`src/sv/ssps_pkg.sv`:
```
`timescale 1ns / 1ps
package ssps_pkg;

  localparam int MaxVertices    = 4096;
  localparam int MaxWalls       = 2048;
  localparam int MaxSectors     = 256;
  localparam int MaxSectorWalls = 127;

  localparam int CoordW  = 31;
  localparam int NormW   = 18;
  localparam int VertW   = 32;
  localparam int IdxW    = 12;
  localparam int MarginW = 32;
  localparam int CountW  = 9;
  localparam int DotW    = 72;

  localparam logic [31:0] MarginReset = 32'd4294967;
  localparam logic [7:0]  SameSectorCode = 8'sd99;

  typedef enum logic [1:0] {
    REQ_VERTEX = 2'd0,
    REQ_WALL   = 2'd1,
    REQ_SECTOR = 2'd2,
    REQ_QUERY  = 2'd3
  } req_t;

  typedef enum logic {
    CFG_MARGIN = 1'b0,
    CFG_COUNT  = 1'b1
  } cfg_idx_t;

  typedef enum logic [3:0] {
    ST_IDLE,
    ST_BND_A,
    ST_BND_B,
    ST_PLANE_RD,
    ST_PLANE_VX,
    ST_RANGE,
    ST_CORNER_RD,
    ST_CORNER_VX,
    ST_MUL,
    ST_SUM,
    ST_CMP,
    ST_DONE
  } state_t;

  typedef struct packed {
    logic start_query;   // latch sectors, pass = 0
    logic rd_bounds_a;   // read bounds of plane sector
    logic rd_bounds_b;   // read bounds of clear sector
    logic rd_plane;      // read plane wall first corner and normal
    logic rd_plane_vx;   // read base vertex
    logic init_walk;     // w = first of clear sector, k = 0
    logic rd_corner;     // read wall corners of w
    logic rd_corner_vx;  // read vertex of corner k
    logic mul;
    logic sum;
    logic next_corner;
    logic next_plane;
    logic swap;
    logic emit;
  } cmd_t;

  typedef struct packed {
    logic bad;
    logic same;
    logic plane_empty;   // plane sector has no walls
    logic clear_empty;   // clear sector has no walls
    logic over;          // dot above margin
    logic last_corner;   // k == 3 and w == last
    logic last_plane;    // plane wall is the last
    logic pass2;
  } stat_t;

endpackage

```
`src/sv/ssps_ctrl.sv`:
```
`timescale 1ns / 1ps
module ssps_ctrl
  import ssps_pkg::*;
(
  input  logic  clk,
  input  logic  rst,
  input  logic  query,
  input  logic  out_free,
  input  stat_t stat,
  output logic  busy,
  output cmd_t  cmd
);

  state_t state, state_next;

  always_ff @(posedge clk) begin
    if (rst) state <= ST_IDLE;
    else     state <= state_next;
  end

  always_comb begin
    state_next = state;
    unique case (state)
      ST_IDLE:      if (query) state_next = ST_BND_A;
      ST_BND_A:     state_next = ST_BND_B;
      ST_BND_B: begin
        if (stat.bad || stat.same) state_next = ST_DONE;
        else state_next = ST_PLANE_RD;
      end
      ST_PLANE_RD: begin
        if (stat.plane_empty) state_next = stat.pass2 ? ST_DONE : ST_BND_A;
        else state_next = ST_PLANE_VX;
      end
      ST_PLANE_VX:  state_next = ST_RANGE;
      ST_RANGE:     state_next = stat.clear_empty ? ST_DONE : ST_CORNER_RD;
      ST_CORNER_RD: state_next = ST_CORNER_VX;
      ST_CORNER_VX: state_next = ST_MUL;
      ST_MUL:       state_next = ST_SUM;
      ST_SUM:       state_next = ST_CMP;
      ST_CMP: begin
        priority if (stat.over) begin
          if (!stat.last_plane) state_next = ST_PLANE_RD;
          else if (!stat.pass2) state_next = ST_BND_A;
          else state_next = ST_DONE;
        end else if (stat.last_corner) state_next = ST_DONE;
        else state_next = ST_CORNER_RD;
      end
      ST_DONE:      if (out_free) state_next = ST_IDLE;
      default:      state_next = ST_IDLE;
    endcase
  end

  always_comb begin
    cmd  = '0;
    busy = (state != ST_IDLE);
    unique case (state)
      ST_IDLE:      cmd.start_query = query;
      ST_BND_A:     cmd.rd_bounds_a = 1'b1;
      ST_BND_B:     cmd.rd_bounds_b = 1'b1;
      ST_PLANE_RD: begin
        cmd.rd_plane = 1'b1;
        cmd.swap     = stat.plane_empty && !stat.pass2;
      end
      ST_PLANE_VX:  cmd.rd_plane_vx = 1'b1;
      ST_RANGE:     cmd.init_walk = 1'b1;
      ST_CORNER_RD: cmd.rd_corner = 1'b1;
      ST_CORNER_VX: cmd.rd_corner_vx = 1'b1;
      ST_MUL:       cmd.mul = 1'b1;
      ST_SUM:       cmd.sum = 1'b1;
      ST_CMP: begin
        cmd.next_corner = !stat.over;
        cmd.next_plane  = stat.over;
        cmd.swap        = stat.over && stat.last_plane && !stat.pass2;
      end
      ST_DONE:      cmd.emit = out_free;
      default:      cmd = '0;
    endcase
  end

endmodule

```
`config.mk`:
```
export PLATFORM = sky130hd
export DESIGN_NAME = ssps_ctrl
export DESIGN_NICKNAME = d
export VERILOG_FILES = /design/src/sv/ssps_pkg.sv /design/src/sv/ssps_ctrl.sv
export SDC_FILE = /design/constraint.sdc
export NUM_CORES = 1
export LEC_CHECK = 0
export BUFFER_PORTS_ARGS = -buffer_cell sky130_fd_sc_hd__buf_4
export CORE_AREA = 4 4 41 43
export CTS_CLUSTER_DIAMETER = 150
export DETAILED_ROUTE_END_ITERATION = 12
export DIE_AREA = 0 0 45 47
export HOLD_SLACK_MARGIN = 0.15
export PLACE_DENSITY_LB_ADDON = 0.15
export SETUP_SLACK_MARGIN = 0.2
export SLEW_MARGIN = 0
export SYNTH_ARGS = -nofsm -noshare
export SYNTH_HDL_FRONTEND = slang
export SYNTH_SLANG_ARGS = --single-unit
```
`constraint.sdc`:
```
create_clock -name clk -period 1.5 [get_ports clk]
set_input_delay 0.075 -clock clk [delete_from_list [all_inputs] [get_ports clk]]
set_output_delay 0.075 -clock clk [all_outputs]
set_load 0.005 [all_outputs]
```
==> impl_metrics.csv, run 1 <==
group,metric,value,unit
run_status,status,"completed",
clock_tree,htree_levels,1,
critical_path,end_kind,"output port",
global_route,overflow,0,
yosys,syn_avg_cell_area,7.040,um2
floorplan,coreArea,1301,um2
critical_path,path_class,"reg2out",
clock_tree,clk_latency,230,ps
yosys,synthFlopType,"dfxtp_1",
drt,drt-total-wl,1498,um
critical_path,worstRegToRegCells,6,
sta,slew_violations,0,
cells_and_area,fin_cells,113,
drt,dr.pass1.iters,4,
drt,drt-initial-drc-count,14,
yosys,synth_compound_area_share,28.38,%
critical_path,crit_family,"simple AND/OR/NAND/NOR gates",
sta,max_freq,0.7379,GHz
global_route,grt.total_usage,14.53,%
place,place_hpwl,1105,um
yosys,synth_top_area_share,16.98,%
yosys,synth_top_area_cell,"dfxtp_1",
yosys,synth_nets,79,
cells_and_area,antenna-diode-count,0,
cells_and_area,fillers,132,
yosys,synth_simple_gate_area_share,44.56,%
cells_and_area,multiInputGateArea,397.9,um2
sta,relSlewSlack,84.82,%
floorplan,initial_core_util,36.25,%
floorplan,die_w,45,um
yosys,syn_inst,67,
global_route,grt_first_pass_wirelength,2346,um
drt,detail_route.wl_per_cell,13.26,um
cells_and_area,finalNetCount,112,
yosys,synth_cell_types,32,
critical_path,crit_chain,"buf_6 > nor2_4 > and3_4 > nand4b_1 > o41ai_2 > buf_4",
critical_path,reg2reg_from,"state[0]",
floorplan,fp.dieH,47,um
drt,met2_length,717,um
clock_tree,clock_path_buffers,2,
place,port_buffers,26,
place,gp_congestion,0.8557,
pwr,ir_drop,0.0004433,V
yosys,ys_top_cells_by_count,"nor2_1, nor3_1, inv_1, nand2_1, o21ai_0",
drt,drc,0,
pwr,power_leakage,0.3923,nW
sta,fin_skew,0.2892,ps
clock_tree,clk_pin_slew,40,ps
critical_path,cp.required,1420,ps
pwr,p_total,0.7323,mW
yosys,synthMuxAreaShare,0,%
global_route,grt_pass1_vias,539,
yosys,synthArstFlopShare,0,%
cells_and_area,seqCellArea,92.59,um2
critical_path,reg2reg_to,"state[0]",
critical_path,critPathArrivalTime,1280,ps
yosys,synthXorXnorAreaFrac,0,%
drt,highest_layer,"met4",
clock_tree,cts_sinks,4,
min_path,hp-start,"out_free",
yosys,synthAdderAreaFrac,0,%
yosys,synth_area_leaders,"dfxtp_1, nor3_1, o21ai_0",
yosys,ys_seq_elements,4,
pwr,power_density,900.5,nW/um2
cells_and_area,syn2layout_area_growth,72.41,%
run,drv_cap,0,
sta,period_minus_slack,1355,ps
critical_path,slowest_stage,"dfxtp_2",
floorplan,row_count,13,
drt,wl_met1,607,um
critical_path,cp_num_cells,6,
place,dp.cells,106,
drt,wl_met3,161,um
drt,vias,620,
drt,ant_nets,0,
cells_and_area,top_regs,"state: 4 flops",
yosys,syn-cell-area,471.7,um2
min_path,hp-class,"in2reg",
cells_and_area,post-route-util,62.50,%
cells_and_area,largest_reg_flops,4,
global_route,antenna_found_initial,0,
critical_path,crit_path_max_incr_delay,320,ps
yosys,synth_top_family_by_area,"simple AND/OR/NAND/NOR gates",
floorplan,ios,27,
yosys,synth_edf_count,0,
yosys,yosys_warnings,0,
min_path,hold_depth,3,
clock_tree,root_buffer,"clkbuf_4",
critical_path,path_max_fanout,3,
sta,max_slew.worst_pin.slew,225.3,ps
sta,setup_viol,0,
yosys,seq_area_frac_synth,16.98,%
sta,setup_ws,144.8,ps
clock_tree,cts_buffers,3,
cells_and_area,top_register,"state",
place,pre_cts_slack,81.83,ps
critical_path,regToRegSetupSlack,250,ps
critical_path,cp.buffers_inverters,2,
cells_and_area,layout-drive-gt1-share,53.06,%
min_path,whs_endpoint,"state[0]",
sta,finalCritPeriodShare,90.35,%
drt,drt-vias-per-instance,5.487,
floorplan,die_area,2115,um2
critical_path,cp-start-kind,"flop",
sta,rsz0062_at_grt,"true",
global_route,grt_max_degree,17,
clock_tree,cts_tree,"yes",
sta,hold_viol,0,
sta,tns,0,ps
layout make-up:
cell class,instances,share of cell area [%]
multi-input cells,54,48.92
repair buffers,32,32.31
flip-flops and latches,4,11.38
clock buffers,3,2.769
inverters,5,2.308
well taps,15,2.308
metrics by stage:
stage,area (um2),hold slack (ps)
6_report,813.3,154.1
5_1_grt,813.3,166.2
4_1_cts,758.2,155.2
3_5_place_dp,671.9,276.4
3_3_place_gp,671.9,282.7
2_1_floorplan,471.7,144.1
worst min-delay path, cell delays in order:
cell and delay [ps]:
buf_4 90, or4_1 110, o31ai_2 60
per-layer routing:
metal	vias up	global-route usage, %
li1	308	-
met1	274	19.32
met2	36	24.86
met3	2	3.065
met4	0	1.754
met5	-	0
what timing repair did:
| action | in CTS | in global routing |
|---|---|---|
| pin swaps | 2 | 2 |
| hold buffers | 1 | 0 |
| endpoints found under the hold margin | 4 | 0 |
| endpoints found under the setup margin | 17 | 13 |
| setup buffers | 2 | 1 |
| gates resized for setup | 9 | 11 |
report_power, final:
part           internal (mW)  total, mW  switching, mW
clock                 0.0894      0.132         0.0428
sequential             0.134      0.180         0.0466
combinational          0.227      0.420          0.193
total                  0.450      0.732          0.282
cells by family after synthesis:
family / Yosys count
AND/OR/NAND/NOR: 35
buffers and inverters: 9
flip-flops: 4
AO/OA/AOI/OAI: 19
worst max path at each step:
stage / startpoint / endpoint / slack (ps)
CTS: state[0] / cmd[1] / 130
detailed placement: state[2] / state[2] / 80
finish: state[0] / cmd[1] / 140
floorplan: state[2] / state[0] / 340
global route: state[0] / cmd[1] / 100
global placement: state[2] / state[2] / 80
placed cells by master, fill, tap and decap left out, types with 2 or more instances in the layout:
cell type / n
o21ai_0: 5
buf_4: 28
nor2_1: 5
and4b_1: 2
nand2_1: 5
nand3b_1: 2
nor3_2: 3
a21oi_1: 3
a21o_1: 2
clkbuf_4: 3
nand3_1: 2
buf_6: 2
inv_1: 4
nor3_1: 3
dfxtp_4: 3
nand2b_1: 2
No activity file was read; power rests on OpenSTA's default activity.
==> run 2, diff against run 1 <==
--- a/config.mk
+++ b/config.mk
@@ -12,7 +12,7 @@
 export DIE_AREA = 0 0 45 47
 export HOLD_SLACK_MARGIN = 0.15
 export PLACE_DENSITY_LB_ADDON = 0.15
-export SETUP_SLACK_MARGIN = 0.2
+export SKIP_CTS_REPAIR_TIMING = 1
 export SLEW_MARGIN = 0
 export SYNTH_ARGS = -nofsm -noshare
 export SYNTH_HDL_FRONTEND = slang
==> impl_metrics.csv, run 2 (synthesis results as in run 1) <==
group,metric,value,unit
run_status,status,"completed",
place,place_hpwl,1105,um
critical_path,cp.buffers_inverters,2,
cells_and_area,post-route-util,57.31,%
critical_path,end_kind,"output port",
cells_and_area,syn2layout_area_growth,58.09,%
clock_tree,cts_buffers,3,
sta,finalCritPeriodShare,95.83,%
critical_path,crit_family,"simple AND/OR/NAND/NOR gates",
drt,ant_nets,0,
clock_tree,htree_levels,1,
min_path,hp-start,"out_free",
pwr,power_density,918.7,nW/um2
floorplan,fp.dieH,47,um
global_route,overflow,0,
floorplan,coreArea,1301,um2
global_route,antenna_found_initial,0,
cells_and_area,largest_reg_flops,4,
critical_path,cp.required,1420,ps
drt,drt-vias-per-instance,5.354,
critical_path,reg2reg_from,"state[0]",
cells_and_area,stdcell_area,745.7,um2
sta,max_slew.worst_pin.slew,274.8,ps
global_route,grt.total_usage,14.22,%
critical_path,crit_path_max_incr_delay,320,ps
critical_path,slowest_stage,"dfxtp_1",
global_route,grt_first_pass_wirelength,2297,um
cells_and_area,layout-drive-gt1-share,41.84,%
floorplan,row_count,13,
pwr,p_total,0.6851,mW
clock_tree,cts_tree,"yes",
drt,dr.pass1.iters,4,
critical_path,crit_chain,"buf_6 > nor2_4 > and3_4 > nand4b_1 > o41ai_2 > buf_4",
global_route,grt_max_degree,17,
min_path,hp-class,"in2reg",
floorplan,die_area,2115,um2
sta,setup_ws,62.61,ps
place,gp_congestion,0.8557,
critical_path,cp-startpoint,"state[0]",
critical_path,reg2reg_to,"state[2]",
critical_path,path_max_fanout,10,
clock_tree,cts_sinks,4,
sta,slew_violations,0,
critical_path,cp_num_cells,6,
floorplan,initial_core_util,36.25,%
critical_path,crit_end,"cmd[1]",
cells_and_area,layout_commonest_cell,"buf_4",
place,placed_cell_area,671.9,um2
cells_and_area,layout_common_cells,"buf_4, nor3_1, nor2_1",
drt,drt-total-wl,1409,um
critical_path,cp-start-kind,"flop",
floorplan,ios,27,
drt,drc,0,
sta,period_minus_slack,1437,ps
critical_path,critPathArrivalTime,1360,ps
sta,setup_viol,0,
cells_and_area,finalNetCount,112,
sta,fin_skew,0.1282,ps
clock_tree,clock_path_buffers,2,
drt,drt-initial-drc-count,15,
place,port_buffers,26,
sta,hold_viol,0,
critical_path,worstRegToRegCells,6,
sta,max_freq,0.6957,GHz
cells_and_area,top_regs,"state: 4 flops",
clock_tree,root_buffer,"clkbuf_4",
pwr,ir_drop,0.0004710,V
global_route,grt_pass1_vias,535,
run,drv_cap,0,
place,pre_cts_slack,81.83,ps
clock_tree,clk_latency,230,ps
floorplan,die_w,45,um
pwr,power_leakage,0.3694,nW
critical_path,path_class,"reg2out",
critical_path,regToRegSetupSlack,140,ps
cells_and_area,top_register,"state",
sta,relSlewSlack,81.68,%
cells_and_area,antenna-diode-count,0,
drt,detail_route.wl_per_cell,12.47,um
drt,vias,605,
clock_tree,clk_pin_slew,40,ps
sta,rsz0062_at_grt,"false",
run 2: cell type report:
cell class / count / area (um2)
Tap cell: 15 / 18.77
Timing Repair Buffer: 32 / 246.5
Fill cell: 145 / 555.5
Sequential cell: 4 / 82.58
Clock buffer: 3 / 22.52
Inverter: 5 / 18.77
Multi-Input combinational cell: 54 / 356.6
run 2: stage by stage:
stage	hold slack, ps	setup TNS, ps	cells
2_1_floorplan	144.1	0	67
3_3_place_gp	282.7	0	106
3_5_place_dp	276.4	0	106
4_1_cts	40.75	-169.5	109
5_1_grt	181.4	0	113
6_report	165.5	0	113
run 2: worst reg2reg max path, cell delays in order, from the launching register on:
cell and delay [ps]:
dfxtp_1 350, buf_6 160, nor2_4 60, buf_4 140, and4b_1 180, a221oi_1 260
nor2_1 80
run 2: power breakdown:
group | internal [mW] | switching [mW] | total, mW
logic | 0.205 | 0.175 | 0.380
registers | 0.129 | 0.0455 | 0.175
clock network | 0.0893 | 0.0412 | 0.131
total | 0.423 | 0.262 | 0.685
run 2: metal layers:
metal  routed length (um)  track usage [%]  vias to the layer above
met3                  104            3.065                        0
met5                    0                0                        -
met2                  666            24.01                       24
met1                  638            19.09                      272
met4                    0            1.754                        0
li1                     -                -                      309
run 2: how the worst min path moves through the flow:
stage	depth (start not counted)	slack, ps	endpoint
6_report	3	170	state[0]
5_1_grt	3	180	state[0]
4_1_cts	2	40	state[1]
3_5_place_dp	2	280	state[1]
3_3_place_gp	2	280	state[1]
2_1_floorplan	1	140	state[1]
